## config.mk

```make
export PLATFORM = sky130hd
export DESIGN_NAME = gradient_strip_pixel_generator_top
export DESIGN_NICKNAME = d
export VERILOG_FILES = /design/src/rtl/gspg_pkg.sv /design/src/rtl/gspg_front.sv /design/src/rtl/gradient_strip_pixel_generator_top.sv
export SDC_FILE = /design/constraint.sdc
export NUM_CORES = 1
export LEC_CHECK = 0
export BUFFER_PORTS_ARGS = -buffer_cell sky130_fd_sc_hd__clkbuf_2
export CAP_MARGIN = 20
export CORE_ASPECT_RATIO = 0.5
export CORE_MARGIN = 10
export CORE_UTILIZATION = 45
export DETAILED_ROUTE_END_ITERATION = 12
export MAX_ROUTING_LAYER = met4
export PLACE_DENSITY = 0.66
export SYNTH_ARGS = -nofsm -noshare
export SYNTH_HDL_FRONTEND = slang
export SYNTH_SLANG_ARGS = --single-unit
```

## constraint.sdc

```tcl
create_clock -name clock -period 10.5 [get_ports clock]
set_input_delay 0 -clock clock [delete_from_list [all_inputs] [get_ports clock]]
set_output_delay 0 -clock clock [all_outputs]
set_load 0.01 [all_outputs]
```

## src/rtl/gspg_pkg.sv

```systemverilog
package gspg_pkg;

   // Geometry of one strip
   localparam int STRIP_ROWS = 16;
   localparam int ROW_PIXELS = 15;

   // Field widths
   localparam int COLOR_W = 6;
   localparam int ROW_W   = 4;
   localparam int PIXEL_W = 16;
   localparam int COL_W   = 4;
   localparam int FMT_W   = 2;
   localparam int CHANS   = 3;

   // Stream data widths (fields packed from bit 0, padded to whole bytes)
   localparam int REQ_DATA_W = 16;
   localparam int RSP_DATA_W = 24;

   // 5.16 color levels; every level in use stays below 2^21
   localparam int LEVEL_W = 21;
   localparam logic [LEVEL_W-1:0] LOW_LEVEL  = LEVEL_W'(32'h0000_8000);
   localparam logic [LEVEL_W-1:0] HIGH_LEVEL = LEVEL_W'(32'h001F_8000);
   localparam int LEVEL_SPAN = 32'h001F_8000 - 32'h0000_8000;

   // Per-row move of an endpoint, truncated toward zero
   localparam logic [LEVEL_W-1:0] ROW_DELTA = LEVEL_W'(LEVEL_SPAN / STRIP_ROWS);
   localparam int ROW_MAX = STRIP_ROWS - 1;

   // Divide by ROW_PIXELS through a rounded-up reciprocal
   localparam int DIV_SHIFT = 28;
   localparam int RECIP_W   = 28;
   localparam logic [RECIP_W-1:0] DIV_RECIP =
      RECIP_W'(((64'd1 << DIV_SHIFT) + 64'(ROW_PIXELS) - 64'd1) / 64'(ROW_PIXELS));
   localparam int PROD_W = LEVEL_W + RECIP_W;

   localparam logic [COL_W-1:0] LAST_COL = COL_W'(ROW_PIXELS - 1);

   // Pixel format codes
   localparam logic [FMT_W-1:0] FMT_PACK16 = 2'd0;
   localparam logic [FMT_W-1:0] FMT_RGB555 = 2'd1;
   localparam logic [FMT_W-1:0] FMT_INDEX  = 2'd2;

   // One row worth of interpolation setup
   typedef struct packed {
      logic [CHANS-1:0][LEVEL_W-1:0] top;
      logic [CHANS-1:0]              neg;
      logic [CHANS-1:0][LEVEL_W-1:0] step;
   } row_item_type;

   // Endpoint level moved row steps toward the next strip's level
   function automatic logic [LEVEL_W-1:0] row_level(input logic cur_bit,
                                                    input logic nxt_bit,
                                                    input logic [ROW_W-1:0] row);
      logic [LEVEL_W+ROW_W-1:0] moved;
      logic [LEVEL_W-1:0]       base;
      moved = (LEVEL_W+ROW_W)'(row) * (LEVEL_W+ROW_W)'(ROW_DELTA);
      base  = cur_bit ? HIGH_LEVEL : LOW_LEVEL;
      if (cur_bit == nxt_bit) begin
         return base;
      end else if (cur_bit) begin
         return base - moved[LEVEL_W-1:0];
      end else begin
         return base + moved[LEVEL_W-1:0];
      end
   endfunction

endpackage

```

## src/rtl/gspg_front.sv

```systemverilog
module gspg_front (
   input  logic                        clock,
   input  logic                        reset,
   input  logic                        in_valid,
   output logic                        in_ready,
   input  logic [gspg_pkg::COLOR_W-1:0] this_colors,
   input  logic [gspg_pkg::COLOR_W-1:0] next_colors,
   input  logic [gspg_pkg::ROW_W-1:0]   row_index,
   output logic                        out_valid,
   input  logic                        out_ready,
   output gspg_pkg::row_item_type      out_item
);

   localparam int LW = gspg_pkg::LEVEL_W;
   localparam int NC = gspg_pkg::CHANS;

   // Stage 1: row endpoints
   logic                    s1_valid_ff;
   logic [NC-1:0][LW-1:0]   s1_top_ff, s1_top_in;
   logic [NC-1:0][LW-1:0]   s1_bot_ff, s1_bot_in;
   // Stage 2: span magnitude and direction
   logic                    s2_valid_ff;
   logic [NC-1:0][LW-1:0]   s2_top_ff;
   logic [NC-1:0]           s2_neg_ff, s2_neg_in;
   logic [NC-1:0][LW-1:0]   s2_mag_ff, s2_mag_in;
   // Stage 3: per-pixel step
   logic                    s3_valid_ff;
   logic [NC-1:0][LW-1:0]   s3_top_ff;
   logic [NC-1:0]           s3_neg_ff;
   logic [NC-1:0][LW-1:0]   s3_step_ff, s3_step_in;

   logic                    s1_ready, s2_ready, s3_ready;
   logic [gspg_pkg::ROW_W-1:0] row_clamped;
   logic [NC-1:0][gspg_pkg::PROD_W-1:0] prod;

   assign s3_ready = !s3_valid_ff || out_ready;
   assign s2_ready = !s2_valid_ff || s3_ready;
   assign s1_ready = !s1_valid_ff || s2_ready;
   assign in_ready = s1_ready;

   always_comb begin
      row_clamped = row_index;
      if (int'(row_index) > gspg_pkg::ROW_MAX) begin
         row_clamped = gspg_pkg::ROW_W'(gspg_pkg::ROW_MAX);
      end
      for (int c = 0; c < NC; c++) begin
         s1_top_in[c] = gspg_pkg::row_level(this_colors[c], next_colors[c], row_clamped);
         s1_bot_in[c] = gspg_pkg::row_level(this_colors[c+NC], next_colors[c+NC],
                                            row_clamped);
         s2_neg_in[c] = s1_bot_ff[c] < s1_top_ff[c];
         s2_mag_in[c] = s2_neg_in[c] ? (s1_top_ff[c] - s1_bot_ff[c])
                                     : (s1_bot_ff[c] - s1_top_ff[c]);
         prod[c] = gspg_pkg::PROD_W'(s2_mag_ff[c]) *
                   gspg_pkg::PROD_W'(gspg_pkg::DIV_RECIP);
         s3_step_in[c] = prod[c][gspg_pkg::DIV_SHIFT +: LW];
      end
   end

   always_ff @(posedge clock) begin
      if (reset) begin
         s1_valid_ff <= 1'b0;
         s2_valid_ff <= 1'b0;
         s3_valid_ff <= 1'b0;
      end else begin
         if (s1_ready) s1_valid_ff <= in_valid;
         if (s2_ready) s2_valid_ff <= s1_valid_ff;
         if (s3_ready) s3_valid_ff <= s2_valid_ff;
      end
   end

   always_ff @(posedge clock) begin
      if (s1_ready && in_valid) begin
         s1_top_ff <= s1_top_in;
         s1_bot_ff <= s1_bot_in;
      end
      if (s2_ready && s1_valid_ff) begin
         s2_top_ff <= s1_top_ff;
         s2_neg_ff <= s2_neg_in;
         s2_mag_ff <= s2_mag_in;
      end
      if (s3_ready && s2_valid_ff) begin
         s3_top_ff  <= s2_top_ff;
         s3_neg_ff  <= s2_neg_ff;
         s3_step_ff <= s3_step_in;
      end
   end

   assign out_valid     = s3_valid_ff;
   assign out_item.top  = s3_top_ff;
   assign out_item.neg  = s3_neg_ff;
   assign out_item.step = s3_step_ff;

endmodule

```

## src/rtl/gradient_strip_pixel_generator_top.sv

```systemverilog
// Channel | Direction | Handshake          | Payload
// req     | in        | req_tvalid/tready  | tdata: this_colors, next_colors, row_index
// rsp     | out       | rsp_tvalid/tready  | tdata: pixel, column; tlast: last
// csr     | in        | csr_wen            | csr_wdata: pixel_format
//
// A row transaction passes three setup stages (endpoints, span, reciprocal multiply);
// the column stage then emits ROW_PIXELS pixels, one per cycle while rsp accepts, through
// the output register, at the pace set by the single result channel.
// The next row waits set up and loads in the cycle the last pixel leaves the column stage.
// Reset (synchronous, active high) empties every stage and sets pixel_format to 0.
// A stalled rsp side holds the output register and column stage; setup fills, req_tready drops.
module gradient_strip_pixel_generator_top (
   input  logic                             clock,
   input  logic                             reset,
   // this_colors [5:0], next_colors [11:6], row_index [15:12]
   input  logic [gspg_pkg::REQ_DATA_W-1:0]  req_tdata,
   input  logic                             req_tvalid,
   output logic                             req_tready,
   // pixel [15:0], column [19:16], zero fill [23:20]
   output logic [gspg_pkg::RSP_DATA_W-1:0]  rsp_tdata,
   output logic                             rsp_tlast,
   output logic                             rsp_tvalid,
   input  logic                             rsp_tready,
   input  logic                             csr_wen,
   input  logic [gspg_pkg::FMT_W-1:0]       csr_wdata
);

   localparam int LW = gspg_pkg::LEVEL_W;
   localparam int NC = gspg_pkg::CHANS;
   localparam int CW = gspg_pkg::COL_W;

   logic [gspg_pkg::FMT_W-1:0] fmt_ff;

   logic                   row_valid;
   logic                   row_ready;
   gspg_pkg::row_item_type row_item;

   // Column stage: running color per channel and the column count
   logic                  col_valid_ff;
   logic [NC-1:0][LW-1:0] acc_ff, acc_in;
   logic [NC-1:0]         neg_ff;
   logic [NC-1:0][LW-1:0] step_ff;
   logic [CW-1:0]         col_ff;
   logic                  col_load;
   logic                  col_fire;
   logic                  col_done;

   // Output register
   logic                           out_ready;
   logic [gspg_pkg::PIXEL_W-1:0]   pixel_in, pixel_ff;
   logic [CW-1:0]                  column_ff;
   logic                           last_ff;
   logic [4:0]                     red, green, blue;

   always_ff @(posedge clock) begin
      if (reset) begin
         fmt_ff <= gspg_pkg::FMT_PACK16;
      end else if (csr_wen) begin
         fmt_ff <= csr_wdata;
      end
   end

   gspg_front u_front (
      .clock       (clock),
      .reset       (reset),
      .in_valid    (req_tvalid),
      .in_ready    (req_tready),
      .this_colors (req_tdata[5:0]),
      .next_colors (req_tdata[11:6]),
      .row_index   (req_tdata[15:12]),
      .out_valid   (row_valid),
      .out_ready   (row_ready),
      .out_item    (row_item)
   );

   assign out_ready = !rsp_tvalid || rsp_tready;
   assign col_fire  = col_valid_ff && out_ready;
   assign col_done  = col_fire && (col_ff == gspg_pkg::LAST_COL);
   assign row_ready = !col_valid_ff || col_done;
   assign col_load  = row_ready && row_valid;

   // Advance each channel by its step; the sign never carries it out of range
   always_comb begin
      for (int c = 0; c < NC; c++) begin
         acc_in[c] = neg_ff[c] ? (acc_ff[c] - step_ff[c]) : (acc_ff[c] + step_ff[c]);
      end
   end

   always_ff @(posedge clock) begin
      if (reset) begin
         col_valid_ff <= 1'b0;
         col_ff       <= '0;
      end else if (col_load) begin
         col_valid_ff <= 1'b1;
         col_ff       <= '0;
      end else if (col_fire) begin
         col_valid_ff <= !col_done;
         col_ff       <= col_ff + CW'(1);
      end
   end

   always_ff @(posedge clock) begin
      if (col_load) begin
         acc_ff  <= row_item.top;
         neg_ff  <= row_item.neg;
         step_ff <= row_item.step;
      end else if (col_fire) begin
         acc_ff  <= acc_in;
      end
   end

   // Integer part of each channel, then pack by format
   assign red   = acc_ff[0][LW-1:16];
   assign green = acc_ff[1][LW-1:16];
   assign blue  = acc_ff[2][LW-1:16];

   always_comb begin
      case (fmt_ff)
         gspg_pkg::FMT_PACK16: begin
            pixel_in = {red, green, 1'b0, blue};
         end
         gspg_pkg::FMT_RGB555,
         gspg_pkg::FMT_INDEX: begin
            pixel_in = {1'b0, red, green, blue};
         end
         default: begin
            pixel_in = {1'b0, red, green, blue};
         end
      endcase
   end

   always_ff @(posedge clock) begin
      if (reset) begin
         rsp_tvalid <= 1'b0;
      end else if (out_ready) begin
         rsp_tvalid <= col_valid_ff;
      end
   end

   always_ff @(posedge clock) begin
      if (col_fire) begin
         pixel_ff  <= pixel_in;
         column_ff <= col_ff;
         last_ff   <= (col_ff == gspg_pkg::LAST_COL);
      end
   end

   assign rsp_tdata = {4'b0, column_ff, pixel_ff};
   assign rsp_tlast = last_ff;

   // The final pixel of a row always sits in the last column
   a_last_col: assert property (@(posedge clock) disable iff (reset)
      rsp_tvalid |-> (rsp_tlast == (column_ff == gspg_pkg::LAST_COL)))
      else $error("tlast does not match the last column");

   // A freshly loaded row starts at column zero
   a_load_col0: assert property (@(posedge clock) disable iff (reset)
      col_load |=> (col_valid_ff && col_ff == '0))
      else $error("row load did not restart the column count");

   // A blocked column stage holds its running color and column
   a_col_hold: assert property (@(posedge clock) disable iff (reset)
      (col_valid_ff && !out_ready) |=> ($stable(acc_ff) && $stable(col_ff)))
      else $error("column stage moved while output was stalled");

   // A set-up row waiting on the column stage is kept
   a_row_hold: assert property (@(posedge clock) disable iff (reset)
      (row_valid && !row_ready) |=> row_valid)
      else $error("set-up row dropped while column stage busy");

endmodule
```

# After elaboration in Yosys (flattened, before gate mapping)
# Cells that the tools add are included.
# op_classes
addsub,25
n_mul,4
order_cmp,3
n_eq_ne,7
mux,29
reduce_logical,20
# ops
operator,count
21-bit two-way mux,24
21-bit subtractor,12
21-bit by 24-bit multiplier with 45-bit output (second input constant),3
21-bit adder,6
63-bit two-way mux,2
21-bit by 18-bit adder with 21-bit output,3
21-bit less-than comparator,3
21-bit by 18-bit subtractor with 21-bit output,3
15-bit two-way mux,1
4-bit by 5-bit multiplier with 9-bit output (second input constant),1
1-bit equality test,6
1-bit logical AND,6
1-bit logical NOT,6
1-bit logical OR,5
4-bit by 1-bit adder with 4-bit output (second input constant),1
4-bit equality test (second input constant),1
2-bit logical NOT,1
1-bit two-way mux,2
2-bit nonzero test,1
2-bit OR reduction,1
# word_totals
ff_bits,527
inputBits,23
out_inout_bits,27
elab_cells,127

# Longest topological paths before layout
# depth
ltp_word,9
ltp_mapped,18
depth_no_buf,17

# Modules after synthesis
# From an unflattened synthesis, not the netlist that was laid out.
# hier_totals
hier_cells,2444
hier_area_um2,25558.3
# modules_own_cells
module,n_inst,cells_each,area_each_um2,seq_area_each_um2
gspg_front,1,1476,15692.6,5915.7
gradient_strip_pixel_generator_top,1,968,9865.7,4664.5

# Worst setup path before layout
# Ideal clock, no wire load.
# synth_timing
kind,register to register
from,register col_ff[0]
to,"register u_front.s3_step_ff, in the netlist u_front.out_item[0] (enable)"
setup_ns,0.654
arrival_time_ns,6.928
required_time_ns,9.846
path_slack_ns,2.918
stages_incl_launch_ff,6
n_path_buf,0
period_less_slack_ns,7.582
path_cell_list,dfxtp_1 inv_1 ha_1 and3_1 a21oi_1 a21boi_0
# synth_between
elab_chain_cells,5
# synth_lines
element,line_no,text
from (decl),gradient_strip_pixel_generator_top.sv:43,logic [CW-1:0] col_ff;
from (signal assigned),gradient_strip_pixel_generator_top.sv:98,col_ff <= col_ff + CW'(1);
4-bit equality test,gradient_strip_pixel_generator_top.sv:78,assign col_done = col_fire && (col_ff == gspg_pkg::LAST_COL);
1-bit logical AND,gradient_strip_pixel_generator_top.sv:78,
1-bit logical OR,gradient_strip_pixel_generator_top.sv:79,assign row_ready = !col_valid_ff || col_done;
1-bit logical OR,gspg_front.sv:36,assign s3_ready = !s3_valid_ff || out_ready;
1-bit logical AND,gspg_front.sv:81,if (s3_ready && s2_valid_ff) begin
to (signal assigned),gspg_front.sv:84,s3_step_ff <= s3_step_in;
to (decl),gspg_front.sv:30,"logic [NC-1:0][LW-1:0] s3_step_ff, s3_step_in;"
# Every way passes these cells.
# A chain may end at the register's enable or synchronous reset.

==> results.yml <==
run_status:
  status: "complete, no violations"
critical_path:
  critPathMaxFanout: 4
  critPathKind: "register to register"
  required_ns: 10.76
  cp-start-kind: "register"
  rrSetupSlack_ns: 5.96
  cp-end-kind: "register"
  cp.arrival_ns: 4.80
synth:
  synth_area_um2: 24300
  synth_edf_count: 336
  synth_ff_type: "edfxtp_1"
  ys_seq_area_share_pct: 42.5
  avgSynthCellArea_um2: 10.8
  ys_ff_latch: 347
  async_reset_ff_share_pct: 0
  synthCells: 2246
  yosys_warnings: 0
  synthDistinctLibCells: 90
detailed_routing:
  dr.pass1.iters: 6
  vias: 16816
  drt.antenna.violating_nets: 0
  initialDrtViolationCount: 1384
  via_per_inst: 5.55
  drt_wl_total_um: 53200
  drc_errors: 0
  detail_route.wl_per_cell_um: 17.5
floorplan:
  fp-row-count: 60
  ios: 50
  die-height_um: 184
  initial_core_util_pct: 45.4
  die_area_um2: 64200
  fp.dieW_um: 349
  core_area_um2: 53500
clock_tree:
  numCtsBuffers: 38
  clkSinkCount: 347
  cts_tree: "done"
  cts-root-buf: "clkbuf_16"
  cts_htree_levels: 2
  cts.path.max_buffers: 3
  postCtsSetupRepairBufs: 0
  cts.clk_slew.worst_paths_ns: 0.06
  clk_latency_ns: 0.54
cells_and_area:
  fin_util_pct: 50.0
  final_cell_mix: "336 x edfxtp_1, 327 x ha_1, 174 x a21oi_1"
  fill_cells: 4790
  drive_above_1_share_pct: 7.38
  area_growth_pct: 10.1
  layout_commonest_cell: "edfxtp_1"
  seq_area_um2: 10300
  final_nets: 2670
  multiInputGateArea_um2: 13000
timing:
  setup_viol: 0
  drv_slew: 0
  period_share_pct: 43.3
  rsz0062_at_grt: "no"
  setup_slack_ns: 5.96
  skew_ns: 0.0104
  fmax_mhz: 220
  hold_viol_final: 0
  finalSetupTns_ns: 0
  period_needed_ns: 4.54
  worst_pin_slew_ns: 1.05
  relSlewSlack_pct: 30.2
global_route:
  grt_max_degree: 67
  grt_use_total_pct: 17.0
  grt_overflow: 0
  grt_first_pass_wirelength_um: 87100
  antenna_found_initial: 1
  grt_pass1_vias: 16256
place:
  hpwl_um: 39100
  pre_cts_ws_ns: 5.59
  io_buffers: 45
  gp_congestion: 0.910
hold_path:
  hp-class: "input pin to register"
pwr:
  ir_drop_mv: 0.148
  leakagePower_uw: 0.0109
  p_per_area_nw_per_um2: 245
job:
  maxCapViolCount: 0
through the flow:
stage,instance area (µm²),instances,hold slack (ns),power [µW]
2_1_floorplan,24300,2249,0.0831,4340
3_3_place_gp,25200,2945,0.241,5010
3_5_place_dp,25200,2945,0.248,5080
4_1_cts,26700,3029,0.00322,6590
5_1_grt,26700,3031,0.0253,7100
6_report,26700,3031,0.0454,6560
state kept, by name, indices dropped and copies added (netlist names), 2 cells and up:
signal / cells
u_front.out_item: 81
acc_ff: 63
step_ff: 54
u_front.s1_bot_ff: 27
u_front.s1_top_ff: 27
u_front.s2_mag_ff: 27
u_front.s2_top_ff: 27
pixel_ff: 16
col_ff: 4
column_ff: 4
neg_ff: 3
u_front.s2_neg_ff: 3
u_front.s3_neg_ff: 3
fmt_ff: 2
final cells by class:
type                       instances  area share [%]
antenna                            1         0.00936
clock buffer                      46            3.91
clock inverter                    24            1.16
inverter                         172            2.42
multi-input combinational       1651            48.8
sequential                       347            38.5
tap                              713            3.34
timing repair buffer              77            1.86
Yosys cell counts (9+ instances only):
cell type,count,area [µm²]
clkbuf_1,52,195
nand3b_1,9,67.6
buf_1,10,37.5
mux2i_1,26,260
a21o_1,37,278
xor2_1,53,464
o21a_1,25,188
nor2_1,157,589
a21boi_0,14,105
buf_2,13,65.1
nand2_1,99,372
nor4_1,11,68.8
a221oi_1,11,96.3
edfxtp_1,336,10100
and2_1,10,62.6
inv_1,169,634
nand3_1,27,135
xnor2_1,143,1250
nand4_1,18,113
fa_1,33,661
a21oi_1,174,871
o31ai_1,11,82.6
mux2_2,13,146
ha_1,327,4090
o22ai_1,35,219
nand2b_1,28,175
dfxtp_1,11,220
or3_1,15,93.8
o21ai_0,104,521
nor2b_1,19,119
a211oi_1,23,173
nor3_1,57,285
a31oi_1,23,144
kinds of logic (layout without fill, tap and decap cells):
group                    after synthesis  count (layout)  share of synthesized area [%]
flip-flops                           347             347                           42.5
other                                  1               5                         0.0154
AND/OR/NAND/NOR                      490             490                           9.94
buffers and inverters                251             319                           4.01
multiplexers                          40              40                           1.77
AO/OA/AOI/OAI                        555             555                           14.7
adder cells (fa/ha/maj)              360             360                           19.6
XOR/XNOR                             202             202                           7.55
where the power goes:
group          total (µW)  internal [µW]  switching (µW)  leakage, µW
registers            2010           1900             112      0.00323
clock network        1450            886             562     0.000654
logic                3100           1290            1810      0.00702
per-layer routing:
metal / up-vias / wire, µm / global-route usage, %
met2: 407 / 22700 / 25.3
met5: - / 0 / -
met3: 73 / 2770 / 2.23
met4: 0 / 1050 / 4.14
li1: 8363 / - / -
met1: 7973 / 26600 / 24.3
critical path, cell delays in order (launching register included):
cell and delay [ns]:
edfxtp_1 0.48, ha_1 0.33, inv_1 0.05, fa_1 0.50, inv_1 0.05, ha_1 0.19
ha_1 0.28, ha_1 0.30, ha_1 0.20, nor3_1 0.16, o21ai_0 0.17, a221oi_1 0.63
nor2_1 0.12, nor2_1 0.22, nor2_1 0.12, o21ai_0 0.31, xnor2_1 0.17
timing repair:
| item | CTS | global route |
|---|---|---|
| resized for setup | 0 | 0 |
| hold buffers | 14 | 0 |
| endpoints found under the hold margin | 19 | 0 |
final timing paths:
check	startpoint	to	cells after the start
max	u_front.s2_mag_ff[38]$_DFFE_PP_	u_front.out_item[26]$_DFFE_PP_	16
min reg2reg	u_front.s2_top_ff[62]$_DFFE_PP_	u_front.out_item[128]$_DFFE_PP_	0
min	req_tdata[5]	u_front.s1_bot_ff[62]$_DFFE_PP_	3
max reg2reg	u_front.s2_mag_ff[38]$_DFFE_PP_	u_front.out_item[26]$_DFFE_PP_	16
Note: power is estimated with default switching activity, not from simulation.
